===== config.mk =====
export PLATFORM = sky130hd
export DESIGN_NAME = pl0sm_controller
export DESIGN_NICKNAME = d
export VERILOG_FILES = /design/src/rtl/pl0sm_pkg.sv /design/src/rtl/pl0sm_controller.sv
export SDC_FILE = /design/constraint.sdc
export NUM_CORES = 1
export LEC_CHECK = 0
export BUFFER_PORTS_ARGS = -buffer_cell sky130_fd_sc_hd__buf_2
export CELL_PAD_IN_SITES_DETAIL_PLACEMENT = 1
export CELL_PAD_IN_SITES_GLOBAL_PLACEMENT = 1
export CORE_ASPECT_RATIO = 0.7
export CORE_MARGIN = 4
export CORE_UTILIZATION = 30
export DETAILED_ROUTE_END_ITERATION = 16
export GPL_ROUTABILITY_DRIVEN = 0
export HOLD_SLACK_MARGIN = 0.06
export PLACE_DENSITY_LB_ADDON = 0.3
export SYNTH_ARGS = -nofsm -noshare
export SYNTH_HDL_FRONTEND = slang
export SYNTH_SLANG_ARGS = --single-unit

===== constraint.sdc =====
create_clock -name clk -period 4.15 [get_ports clk]
set_input_delay 0.83 -clock clk [delete_from_list [all_inputs] [get_ports clk]]
set_output_delay 0.83 -clock clk [all_outputs]
set_load 0.05 [all_outputs]

===== src/rtl/pl0sm_pkg.sv =====
`timescale 1ns / 1ps
// ----------------------------------------------------------------------------
// pl0sm_pkg
// Shared types, codes and controller/datapath command and status structs for
// the PL/0 p-code stack machine.
// ----------------------------------------------------------------------------
package pl0sm_pkg;

	localparam logic [3:0] OP_LIT = 4'd0;
	localparam logic [3:0] OP_OPR = 4'd1;
	localparam logic [3:0] OP_LOD = 4'd2;
	localparam logic [3:0] OP_STO = 4'd3;
	localparam logic [3:0] OP_CAL = 4'd4;
	localparam logic [3:0] OP_INT = 4'd5;
	localparam logic [3:0] OP_JMP = 4'd6;
	localparam logic [3:0] OP_JPC = 4'd7;
	localparam logic [3:0] OP_RED = 4'd8;
	localparam logic [3:0] OP_WRT = 4'd9;

	localparam logic [10:0] OPR_RET = 11'd0;
	localparam logic [10:0] OPR_NEG = 11'd1;
	localparam logic [10:0] OPR_ADD = 11'd2;
	localparam logic [10:0] OPR_SUB = 11'd3;
	localparam logic [10:0] OPR_MUL = 11'd4;
	localparam logic [10:0] OPR_DIV = 11'd5;
	localparam logic [10:0] OPR_ODD = 11'd6;
	localparam logic [10:0] OPR_EQL = 11'd8;
	localparam logic [10:0] OPR_NEQ = 11'd9;
	localparam logic [10:0] OPR_LSS = 11'd10;
	localparam logic [10:0] OPR_GEQ = 11'd11;
	localparam logic [10:0] OPR_GTR = 11'd12;
	localparam logic [10:0] OPR_LEQ = 11'd13;

	localparam logic [1:0] STAT_OK    = 2'd0;
	localparam logic [1:0] STAT_DIV0  = 2'd1;
	localparam logic [1:0] STAT_RANGE = 2'd2;

	typedef struct packed {
		logic [3:0]         operation;
		logic [1:0]         level;
		logic [10:0]        operand;
		logic signed [31:0] read_value;
	} in_item_t;

	typedef struct packed {
		logic [10:0]        next_pc;
		logic               halted;
		logic               out_valid;
		logic signed [31:0] out_value;
		logic [1:0]         status;
	} out_item_t;

	typedef enum logic [2:0] {
		AS_T, AS_T_P1, AS_T_P2, AS_T_P3, AS_BASE, AS_BASE_A
	} addr_sel_t;

	typedef enum logic [1:0] {
		DST_X, DST_Y, DST_BASE
	} dst_t;

	typedef enum logic [2:0] {
		WD_A, WD_X, WD_RES, WD_RV, WD_BASE, WD_B, WD_PC
	} wdata_t;

	typedef enum logic [2:0] {
		T_KEEP, T_INC, T_DEC, T_BDEC, T_REM
	} t_op_t;

	typedef enum logic [1:0] {
		B_KEEP, B_TINC, B_REM
	} b_op_t;

	typedef enum logic [1:0] {
		PC_KEEP, PC_A, PC_X, PC_AIFZ
	} pc_op_t;

	typedef enum logic [1:0] {
		DM_DIV, DM_MODY, DM_MODTA
	} dmode_t;

	typedef struct packed {
		logic      accept;
		logic      clr_en;
		logic      rd_en;
		logic      wr_en;
		addr_sel_t asel;
		dst_t      dst;
		wdata_t    wsel;
		t_op_t     t_op;
		b_op_t     b_op;
		pc_op_t    pc_op;
		logic      walk_init;
		logic      walk_dec;
		logic      div_start;
		dmode_t    dmode;
		logic      alu_en;
		logic      wrt_en;
		logic      out_load;
	} cmd_t;

	typedef struct packed {
		logic       clr_last;
		logic       stopped;
		logic [3:0] op;
		logic       opr_ret;
		logic       opr_unary;
		logic       opr_binary;
		logic       opr_div;
		logic       y_zero;
		logic       lev_zero;
		logic       div_busy;
		logic       out_free;
	} sts_t;

endpackage


===== src/rtl/pl0sm_controller.sv =====
`timescale 1ns / 1ps
// ----------------------------------------------------------------------------
// pl0sm_controller
// Sequencer: clears the stack after reset and steps each instruction through
// reads, ALU, divider and writes of the datapath.
// ----------------------------------------------------------------------------
module pl0sm_controller (
	input  logic            clk,
	input  logic            arst_n,
	input  logic            in_valid,
	output logic            in_ready,
	input  pl0sm_pkg::sts_t sts,
	output pl0sm_pkg::cmd_t cmd
);
	import pl0sm_pkg::*;

	typedef enum logic [28:0] {
		S_CLEAR     = 29'd1 << 0,
		S_IDLE      = 29'd1 << 1,
		S_DECODE    = 29'd1 << 2,
		S_LIT_WR    = 29'd1 << 3,
		S_RET_RD3   = 29'd1 << 4,
		S_RET_RD2   = 29'd1 << 5,
		S_RET_WAIT  = 29'd1 << 6,
		S_RET_SET   = 29'd1 << 7,
		S_MODB_WAIT = 29'd1 << 8,
		S_MODT_WAIT = 29'd1 << 9,
		S_UN_WAIT   = 29'd1 << 10,
		S_UN_ALU    = 29'd1 << 11,
		S_BIN_RDX   = 29'd1 << 12,
		S_BIN_RDY   = 29'd1 << 13,
		S_BIN_WAIT  = 29'd1 << 14,
		S_BIN_EXEC  = 29'd1 << 15,
		S_DIV_WAIT  = 29'd1 << 16,
		S_WR_RES    = 29'd1 << 17,
		S_WALK      = 29'd1 << 18,
		S_WALK_WAIT = 29'd1 << 19,
		S_LOD_WAIT  = 29'd1 << 20,
		S_LOD_WR    = 29'd1 << 21,
		S_STO_WAIT  = 29'd1 << 22,
		S_STO_WR    = 29'd1 << 23,
		S_CAL2      = 29'd1 << 24,
		S_CAL3      = 29'd1 << 25,
		S_TOP_WAIT  = 29'd1 << 26,
		S_TOP_DO    = 29'd1 << 27,
		S_FINISH    = 29'd1 << 28
	} state_t;

	state_t state_q;
	state_t state_n;

	assign in_ready = state_q == S_IDLE;

	always_comb begin
		state_n = state_q;
		cmd     = '0;
		case (state_q)
			S_CLEAR: begin
				cmd.clr_en = 1'b1;
				if (sts.clr_last) state_n = S_IDLE;
			end
			S_IDLE: begin
				if (in_valid) begin
					cmd.accept = 1'b1;
					state_n    = S_DECODE;
				end
			end
			S_DECODE: begin
				state_n = S_FINISH;
				if (!sts.stopped) begin
					case (sts.op)
						OP_LIT: begin
							cmd.t_op = T_INC;
							state_n  = S_LIT_WR;
						end
						OP_OPR: begin
							if (sts.opr_ret) begin
								cmd.t_op = T_BDEC;
								state_n  = S_RET_RD3;
							end else if (sts.opr_unary) begin
								cmd.rd_en = 1'b1;
								cmd.asel  = AS_T;
								cmd.dst   = DST_X;
								state_n   = S_UN_WAIT;
							end else if (sts.opr_binary) begin
								cmd.t_op = T_DEC;
								state_n  = S_BIN_RDX;
							end
						end
						OP_LOD, OP_STO, OP_CAL, OP_RED: begin
							cmd.walk_init = 1'b1;
							state_n       = S_WALK;
						end
						OP_INT: begin
							cmd.div_start = 1'b1;
							cmd.dmode     = DM_MODTA;
							state_n       = S_MODT_WAIT;
						end
						OP_JMP: cmd.pc_op = PC_A;
						OP_JPC, OP_WRT: begin
							cmd.rd_en = 1'b1;
							cmd.asel  = AS_T;
							cmd.dst   = DST_X;
							state_n   = S_TOP_WAIT;
						end
						default: ;
					endcase
				end
			end
			S_LIT_WR: begin
				cmd.wr_en = 1'b1;
				cmd.asel  = AS_T;
				cmd.wsel  = WD_A;
				state_n   = S_FINISH;
			end
			S_RET_RD3: begin
				cmd.rd_en = 1'b1;
				cmd.asel  = AS_T_P3;
				cmd.dst   = DST_X;
				state_n   = S_RET_RD2;
			end
			S_RET_RD2: begin
				cmd.rd_en = 1'b1;
				cmd.asel  = AS_T_P2;
				cmd.dst   = DST_Y;
				state_n   = S_RET_WAIT;
			end
			S_RET_WAIT: state_n = S_RET_SET;
			S_RET_SET: begin
				cmd.pc_op     = PC_X;
				cmd.div_start = 1'b1;
				cmd.dmode     = DM_MODY;
				state_n       = S_MODB_WAIT;
			end
			S_MODB_WAIT: begin
				if (!sts.div_busy) begin
					cmd.b_op = B_REM;
					state_n  = S_FINISH;
				end
			end
			S_MODT_WAIT: begin
				if (!sts.div_busy) begin
					cmd.t_op = T_REM;
					state_n  = S_FINISH;
				end
			end
			S_UN_WAIT: state_n = S_UN_ALU;
			S_UN_ALU: begin
				cmd.alu_en = 1'b1;
				state_n    = S_WR_RES;
			end
			S_BIN_RDX: begin
				cmd.rd_en = 1'b1;
				cmd.asel  = AS_T;
				cmd.dst   = DST_X;
				state_n   = S_BIN_RDY;
			end
			S_BIN_RDY: begin
				cmd.rd_en = 1'b1;
				cmd.asel  = AS_T_P1;
				cmd.dst   = DST_Y;
				state_n   = S_BIN_WAIT;
			end
			S_BIN_WAIT: state_n = S_BIN_EXEC;
			S_BIN_EXEC: begin
				if (sts.opr_div && !sts.y_zero) begin
					cmd.div_start = 1'b1;
					cmd.dmode     = DM_DIV;
					state_n       = S_DIV_WAIT;
				end else begin
					cmd.alu_en = 1'b1;
					state_n    = S_WR_RES;
				end
			end
			S_DIV_WAIT: begin
				if (!sts.div_busy) begin
					cmd.alu_en = 1'b1;
					state_n    = S_WR_RES;
				end
			end
			S_WR_RES: begin
				cmd.wr_en = 1'b1;
				cmd.asel  = AS_T;
				cmd.wsel  = WD_RES;
				state_n   = S_FINISH;
			end
			S_WALK: begin
				if (!sts.lev_zero) begin
					cmd.rd_en    = 1'b1;
					cmd.asel     = AS_BASE;
					cmd.dst      = DST_BASE;
					cmd.walk_dec = 1'b1;
					state_n      = S_WALK_WAIT;
				end else begin
					case (sts.op)
						OP_LOD: begin
							cmd.rd_en = 1'b1;
							cmd.asel  = AS_BASE_A;
							cmd.dst   = DST_X;
							state_n   = S_LOD_WAIT;
						end
						OP_STO: begin
							cmd.rd_en = 1'b1;
							cmd.asel  = AS_T;
							cmd.dst   = DST_X;
							state_n   = S_STO_WAIT;
						end
						OP_CAL: begin
							cmd.wr_en = 1'b1;
							cmd.asel  = AS_T_P1;
							cmd.wsel  = WD_BASE;
							state_n   = S_CAL2;
						end
						OP_RED: begin
							cmd.wr_en = 1'b1;
							cmd.asel  = AS_BASE_A;
							cmd.wsel  = WD_RV;
							state_n   = S_FINISH;
						end
						default: state_n = S_FINISH;
					endcase
				end
			end
			S_WALK_WAIT: state_n = S_WALK;
			S_LOD_WAIT: begin
				cmd.t_op = T_INC;
				state_n  = S_LOD_WR;
			end
			S_LOD_WR: begin
				cmd.wr_en = 1'b1;
				cmd.asel  = AS_T;
				cmd.wsel  = WD_X;
				state_n   = S_FINISH;
			end
			S_STO_WAIT: state_n = S_STO_WR;
			S_STO_WR: begin
				cmd.wr_en = 1'b1;
				cmd.asel  = AS_BASE_A;
				cmd.wsel  = WD_X;
				cmd.t_op  = T_DEC;
				state_n   = S_FINISH;
			end
			S_CAL2: begin
				cmd.wr_en = 1'b1;
				cmd.asel  = AS_T_P2;
				cmd.wsel  = WD_B;
				state_n   = S_CAL3;
			end
			S_CAL3: begin
				// return address is the already advanced pc
				cmd.wr_en = 1'b1;
				cmd.asel  = AS_T_P3;
				cmd.wsel  = WD_PC;
				cmd.b_op  = B_TINC;
				cmd.pc_op = PC_A;
				state_n   = S_FINISH;
			end
			S_TOP_WAIT: state_n = S_TOP_DO;
			S_TOP_DO: begin
				if (sts.op == OP_JPC) cmd.pc_op = PC_AIFZ;
				else cmd.wrt_en = 1'b1;
				cmd.t_op = T_DEC;
				state_n  = S_FINISH;
			end
			S_FINISH: begin
				if (sts.out_free) begin
					cmd.out_load = 1'b1;
					state_n      = S_IDLE;
				end
			end
			default: state_n = S_IDLE;
		endcase
	end

	always_ff @(posedge clk or negedge arst_n) begin
		if (!arst_n) begin
			state_q <= S_CLEAR;
		end else begin
			state_q <= state_n;
		end
	end
endmodule


* After elaboration in Yosys (flattened, before gate mapping)
Index checks and enable logic that the tools add are counted.
Storage, ports and cells: register bits after elaboration 29, input bits 17, word-level logic and storage cells 124, output and inout port bits 28
Cells by class: equality and inequality tests 43, mux-type cells 62, reduce and logical (&&, ||, !) cells 18
Operators by type and width (number):
- 29-bit one-hot mux with 23 select lines | 1
- 29-bit two-way mux | 10
- 29-bit one-hot mux with 5 select lines | 1
- 29-bit one-hot mux with 3 select lines | 1
- 3-bit one-hot mux with 5 select lines | 2
- 29-bit by 1-bit == test with 1-bit output (second input constant) | 1
- 29-bit by 10-bit == test with 1-bit output (second input constant) | 1
- 29-bit by 11-bit == test with 1-bit output (second input constant) | 1
- 29-bit by 12-bit == test with 1-bit output (second input constant) | 1
- 29-bit by 13-bit == test with 1-bit output (second input constant) | 1
- 29-bit by 14-bit == test with 1-bit output (second input constant) | 1
- 29-bit by 15-bit == test with 1-bit output (second input constant) | 1
- 29-bit by 16-bit == test with 1-bit output (second input constant) | 1
- 29-bit by 17-bit == test with 1-bit output (second input constant) | 1
- 29-bit by 18-bit == test with 1-bit output (second input constant) | 1
- 29-bit by 19-bit == test with 1-bit output (second input constant) | 1
- 29-bit by 2-bit == test with 1-bit output (second input constant) | 1
- 29-bit by 20-bit == test with 1-bit output (second input constant) | 1
- 29-bit by 21-bit == test with 1-bit output (second input constant) | 1
- 29-bit by 22-bit == test with 1-bit output (second input constant) | 1
- 29-bit by 23-bit == test with 1-bit output (second input constant) | 1
- 29-bit by 24-bit == test with 1-bit output (second input constant) | 1
- 29-bit by 25-bit == test with 1-bit output (second input constant) | 1
- 29-bit by 26-bit == test with 1-bit output (second input constant) | 1
- other kinds (34) | 89

* Depth between registers and ports, before layout
Gate-level depths: netlist (run 1).
word-level depth 6, gate-level depth with buffers 8, depth with buffers taken out 6

* Worst setup path before layout (run 1)
OpenSTA, ideal clock, no wires.
path kind reg-to-output, from register state_q[13], to output cmd[0] in the netlist's numbering, data required time 3.320 ns, cell stages (with the launch flop) 5, arrival 3.020 ns, buffers on the path 0, setup slack 0.300 ns, path through dfrtp_1 -> or4_4 -> nor4_4 -> nand2_2 -> nor4_1
RTL lines:
- from (decl) | RTL line pl0sm_controller.sv:49 | state_t state_q;
- from (signal assigned) | RTL line pl0sm_controller.sv:279 | state_q <= state_n;
- to (decl) | RTL line pl0sm_controller.sv:13 | output pl0sm_pkg::cmd_t cmd

==> flow_metrics.py, run 1 <==
metrics = {
    "detailed_routing": {
        "drtPass1Iterations": 4,
        "ant_nets": 0,
        "finalWirelength_um": 7820,
        "via_per_inst": 5.65,
        "drc": 0,
        "wl_per_cell_um": 19.4,
        "drtIter0Drc": 143,
        "vias": 2284,
    },
    "global_route": {
        "grt_pass1_vias": 2334,
        "grt_use_total_pct": 17.7,
        "overflow": 0,
        "grt_max_degree": 30,
        "grt_busiest_layer": "met2",
        "grt_pass1_wl_um": 12900,
        "grtUsageMet3_pct": 3.64,
        "grt_antenna_before_repair": 0,
        "grt_use_met2_pct": 26.1,
        "met1_usage_pct": 26.0,
    },
    "logic_synthesis": {
        "netlist_instances": 263,
        "synth-seq-cells": 29,
        "synthArstFlopShare_pct": 100,
        "synth_xor_area_share_pct": 4.43,
        "ys_warn_count": 0,
        "syn_area_per_cell_um2": 9.02,
        "synthFlopType": "dfrtp_1",
        "synth_cell_type_count": 64,
        "ys_seq_area_share_pct": 30.6,
        "synth_compound_area_share_pct": 12.0,
        "synth_top_family_by_area": "simple AND/OR/NAND/NOR gates",
        "synth-adder-area-share_pct": 0,
        "synth_area_um2": 2370,
        "synth_edf_count": 0,
        "syn_nets": 280,
        "synthSimpleGateAreaFrac_pct": 46.0,
        "synth.area.mux_share_pct": 0.844,
    },
    "sta": {
        "report.final.slew_viol_count": 0,
        "finalHoldViolations": 0,
        "timing.fmax_ghz": 0.258,
        "clock_skew_ns": 0.00317,
        "finalCritPeriodShare_pct": 93.4,
        "setup_violations": 0,
        "finalSetupTns_ns": 0,
        "fin_crit_ns": 3.88,
        "worst-slew-pin-transition_ns": 0.692,
        "setup_ws_ns": 0.272,
        "rsz0062_at_grt": "false",
        "max_slew_margin_pct": 53.8,
        "whs_ns": 0.574,
    },
    "outcome": {
        "status": "complete, no violations",
    },
    "placement": {
        "dp_slack_ns": 0.581,
        "port_buffers": 44,
        "post_dp_cell_area_um2": 2620,
        "dp_hpwl_um": 6290,
    },
    "cts": {
        "clk_pin_slew_worst_paths_ns": 0.05,
        "clockRootBuffer": "clkbuf_16",
        "worstSkewPairLatency_ns": 0.27,
        "clock_path_buffers": 2,
        "htreeDepth": 2,
        "cts_buffers": 5,
        "ctsHoldBuffers": 0,
        "post_cts_resized": 0,
        "cts_tree": "done",
        "cts.sinks": 29,
        "post_cts_buffers": 0,
    },
    "floorplan": {
        "fp-row-count": 26,
        "die_w_um": 114,
        "die_area_um2": 9420,
        "start_util_pct": 31.7,
        "io_pins": 45,
        "fp.dieH_um": 82.4,
        "core-area_um2": 7480,
    },
    "setup_path": {
        "worstSetupPathType": "reg -> out",
        "cp-start-kind": "flop",
        "cp_max_fo": 7,
        "worstPathArrival_ns": 3.05,
        "crit_required_ns": 3.32,
        "crit_path_end_kind": "primary output",
    },
    "cells_and_area": {
        "fin_area_um2": 2780,
        "reg_top3": "state_q (29)",
        "regMostFlops": "state_q",
        "largest_register_ffs": 29,
        "nets": 322,
        "mostFrequentLayoutCell": "buf_2",
        "mostFrequentLayoutCells": "buf_2 (44), nor2_1 (29), dfrtp_1 (28)",
        "syn2layout_area_growth_pct": 17.1,
        "antennaDiodeCount": 0,
        "drive_above_1_share_pct": 27.1,
    },
    "min_path": {
        "hp-class": "reg -> reg",
    },
    "power": {
        "power_uw": 1140,
        "peakVddDrop_mv": 0.356,
        "p_per_area_nw_per_um2": 412,
        "leakagePower_uw": 0.00137,
    },
    "run": {
        "drv_cap": 0,
    },
}
==> worst paths after layout <==
path	from	endpoint	slack, ns	depth (start not counted)
max	state_q[13]	cmd[23]	0.27	6
min	state_q[0]	state_q[0]	0.57	2
max reg2reg	state_q[13]	state_q[28]	1.53	6
min reg2reg	state_q[0]	state_q[0]	0.57	2
max in group asynchronous	arst_n	state_q[2]	3.10	1
min in group asynchronous	arst_n	state_q[28]	0.60	1
==> worst max-delay path, cell delays in order (launching register included) <==
cell and delay [ns]:
dfrtp_1 0.43, nor4_1 0.49, nand4_1 0.27, or4_1 0.75
or3_4 0.46, nand4b_1 0.11, buf_2 0.27
==> synthesized netlist by cell type, types with 2 or more instances <==
master	number	area (µm²)
a2111oi_0	2	17.5
a21o_1	4	30.0
a21oi_1	3	15.0
and2_1	2	12.5
and3_1	5	31.3
and4b_1	3	30.0
buf_6	5	56.3
clkbuf_8	3	41.3
dfrtp_1	28	701
inv_1	7	26.3
mux2i_1	2	20.0
nand2_1	13	48.8
nand2b_1	3	18.8
nand3_1	16	80.1
nand3b_1	4	30.0
nand4_1	9	56.3
nand4b_1	5	43.8
nor2_1	29	109
nor2b_1	6	37.5
nor3_1	14	70.1
nor3b_1	5	37.5
nor4_1	9	56.3
nor4_2	2	25.0
nor4_4	5	106
nor4b_1	3	26.3
o211ai_1	2	15.0
o21ai_0	8	40.0
o221ai_1	2	17.5
o22a_1	2	17.5
o31a_1	2	17.5
or2_1	2	12.5
or2_2	2	12.5
or3_1	9	56.3
or4_1	2	15.0
or4_4	6	67.6
xnor2_1	8	70.1
xor2_1	4	35.0
==> per-stage QoR <==
stage               utilization, %  std cells
floorplan                        -        263
global placement              35.0        396
detailed placement            35.0        396
CTS                           37.1        404
global route                  37.1        404
finish                        37.1        404
==> per-layer routing <==
metal / share of wire (%) / vias to the layer above / wire length [µm]
li1: - / 1083 / -
met1: 53 / 1142 / 4140
met2: 41 / 50 / 3230
met3: 4.5 / 9 / 353
met4: 1.1 / 0 / 87
met5: 0 / - / 0
==> layout make-up <==
class                           instances  area [µm²]
Clock buffer                            7         153
Timing Repair Buffer                   47         243
Multi-Input combinational cell        215        1500
Clock inverter                          1        5.00
Fill cell                             898        4700
Inverter                                7        26.3
Sequential cell                        29         727
Tap cell                               98         123
==> report_power, final <==
group / switching [µW] / internal, µW
Clock: 128 / 254
Combinational: 292 / 145
Sequential: 29.4 / 296
Total: 450 / 695
==> cell families (layout without fill, tap and decap cells) <==
logic type,Yosys count,count (layout)
AOI/OAI and AO/OA,37,37
xor gates and xnor gates,12,12
buffers and inverters,19,62
DFF,29,29
muxes,2,2
and+or+nand+nor,164,164
No activity file was read; power rests on OpenSTA's default activity.
==> run 2, diff against run 1 <==
--- a/config.mk
+++ b/config.mk
@@ -7,13 +7,14 @@
 export LEC_CHECK = 0
 export BUFFER_PORTS_ARGS = -buffer_cell sky130_fd_sc_hd__buf_2
 export CELL_PAD_IN_SITES_DETAIL_PLACEMENT = 1
-export CELL_PAD_IN_SITES_GLOBAL_PLACEMENT = 1
+export CELL_PAD_IN_SITES_GLOBAL_PLACEMENT = 2
 export CORE_ASPECT_RATIO = 0.7
 export CORE_MARGIN = 4
 export CORE_UTILIZATION = 30
 export DETAILED_ROUTE_END_ITERATION = 16
 export GPL_ROUTABILITY_DRIVEN = 0
 export HOLD_SLACK_MARGIN = 0.06
+export MAX_ROUTING_LAYER = met4
 export PLACE_DENSITY_LB_ADDON = 0.3
 export SYNTH_ARGS = -nofsm -noshare
 export SYNTH_HDL_FRONTEND = slang
==> flow_metrics.py, run 2 (synthesized netlist as in run 1, its figures left out) <==
metrics = {
    "detailed_routing": {
        "ant_nets": 0,
        "drtIter0Drc": 132,
        "vias": 2250,
        "via_per_inst": 5.57,
        "wl_per_cell_um": 19.4,
        "drc": 0,
        "finalWirelength_um": 7860,
        "drtPass1Iterations": 4,
    },
    "setup_path": {
        "reg2reg_from": "state_q[13]",
        "crit_path_end_kind": "primary output",
        "worstSetupPathType": "reg -> out",
        "cp_max_fo": 7,
        "crit_required_ns": 3.32,
        "cp-start-kind": "flop",
        "timing.rr.end": "state_q[12]",
        "worstPathArrival_ns": 3.03,
        "ff2ff_path_depth": 5,
        "rrSetupSlack_ns": 1.53,
    },
    "sta": {
        "rsz0062_at_grt": "false",
        "finalSetupTns_ns": 0,
        "fin_crit_ns": 3.86,
        "finalCritPeriodShare_pct": 93.0,
        "worst-slew-pin-transition_ns": 0.904,
        "max_slew_margin_pct": 38.2,
        "setup_violations": 0,
        "timing.fmax_ghz": 0.259,
        "report.final.slew_viol_count": 0,
        "finalHoldViolations": 0,
        "clock_skew_ns": 0.00466,
    },
    "global_route": {
        "grt_pass1_wl_um": 12800,
        "grt_antenna_before_repair": 0,
        "overflow": 0,
        "grt_max_degree": 30,
        "grt_use_total_pct": 18.7,
        "grt_pass1_vias": 2222,
    },
    "cells_and_area": {
        "syn2layout_area_growth_pct": 16.5,
        "antennaDiodeCount": 0,
        "largest_register_ffs": 29,
        "reg_top3": "state_q (29)",
        "drive_above_1_share_pct": 27.1,
        "mostFrequentLayoutCell": "buf_2",
        "mostFrequentLayoutCells": "buf_2 (44), nor2_1 (29), dfrtp_1 (28)",
        "postLayoutCoreUtil_pct": 36.9,
        "regMostFlops": "state_q",
        "nets": 322,
    },
    "power": {
        "leakagePower_uw": 0.00136,
        "power.internal_uw": 660,
        "switching_share_pct": 40.3,
        "comb_power_share_pct": 38.3,
        "p_sw_uw": 445,
        "p_seq_share_pct": 29.6,
        "peakVddDrop_mv": 0.337,
        "p_per_area_nw_per_um2": 400,
        "clockPowerShare_pct": 32.2,
    },
    "floorplan": {
        "start_util_pct": 31.7,
        "io_pins": 45,
        "die_area_um2": 9420,
        "core-area_um2": 7480,
        "fp-row-count": 26,
        "fp.dieH_um": 82.4,
        "die_w_um": 114,
    },
    "cts": {
        "cts.sinks": 29,
        "cts_buffers": 5,
        "clock_path_buffers": 2,
        "clk_pin_slew_worst_paths_ns": 0.05,
        "ctsHoldBuffers": 0,
        "worstSkewPairLatency_ns": 0.28,
        "htreeDepth": 2,
        "post_cts_buffers": 0,
        "clockRootBuffer": "clkbuf_16",
        "post_cts_resized": 0,
        "cts_tree": "done",
    },
    "run": {
        "drv_cap": 0,
    },
    "placement": {
        "port_buffers": 44,
        "dp_hpwl_um": 6380,
    },
    "min_path": {
        "hp-class": "in -> async",
    },
    "outcome": {
        "status": "complete, no violations",
    },
}
==> run 2: changes by cell type in the layout (fill, tap and decap cells not counted) <==
cell and delta:
clkbuf_8 -2, clkinv_2 +1, clkinvlp_4 +1
==> run 2: stage by stage <==
stage / area [µm²] / hold slack, ns / power (µW) / cells / setup WS [ns]
after floorplan: 2370 / 0.527 / 632 / 263 / 0.300
final: 2760 / 0.576 / 1110 / 404 / 0.290
after CTS: 2760 / 0.573 / 1120 / 404 / 0.306
after global routing: 2760 / 0.606 / 1170 / 404 / 0.150
after global placement: 2620 / 0.557 / 747 / 396 / 0.674
after detailed placement: 2620 / 0.566 / 750 / 396 / 0.620
==> run 2: layout make-up <==
type,count,area [µm²]
clock inverters,3,17.5
multi-input cells,215,1500
fillers,902,4720
flip-flops and latches,29,727
inverters,7,26.3
repair buffers,47,243
clock buffers,5,125
well taps,98,123
==> run 2: how the worst max path moves through the flow <==
stage | startpoint | to | slack [ns]
after floorplan | state_q[13] | cmd[0] | 0.30
final | state_q[21] | cmd[23] | 0.29
after detailed placement | state_q[13] | cmd[23] | 0.62
after global routing | state_q[5] | cmd[23] | 0.15
after global placement | state_q[2] | cmd[23] | 0.67
after CTS | state_q[13] | cmd[23] | 0.31
==> run 2: power by group through the flow <==
stage	Clock (µW)	Sequential, µW	Combinational [µW]
finish	356	327	423
global route	378	330	466
CTS	367	326	423
detailed placement	0	330	420
global placement	0	330	418
floorplan	0	318	313
==> run 2: metal layers <==
layer / wire (µm) / track usage [%] / vias up
met3: 404 / 3.13 / 8
met5: 0 / - / -
met4: 102 / 5.69 / 0
met2: 3130 / 25.0 / 46
met1: 4220 / 28.2 / 1116
li1: - / - / 1080
==> run 2: critical path, cell delays in order (launching register included) <==
cell and delay [ns]:
dfrtp_1 0.44, nor4_2 0.49, nand4_1 0.25, or4_1 0.73, or3_4 0.45, nand4b_1 0.11
buf_2 0.27
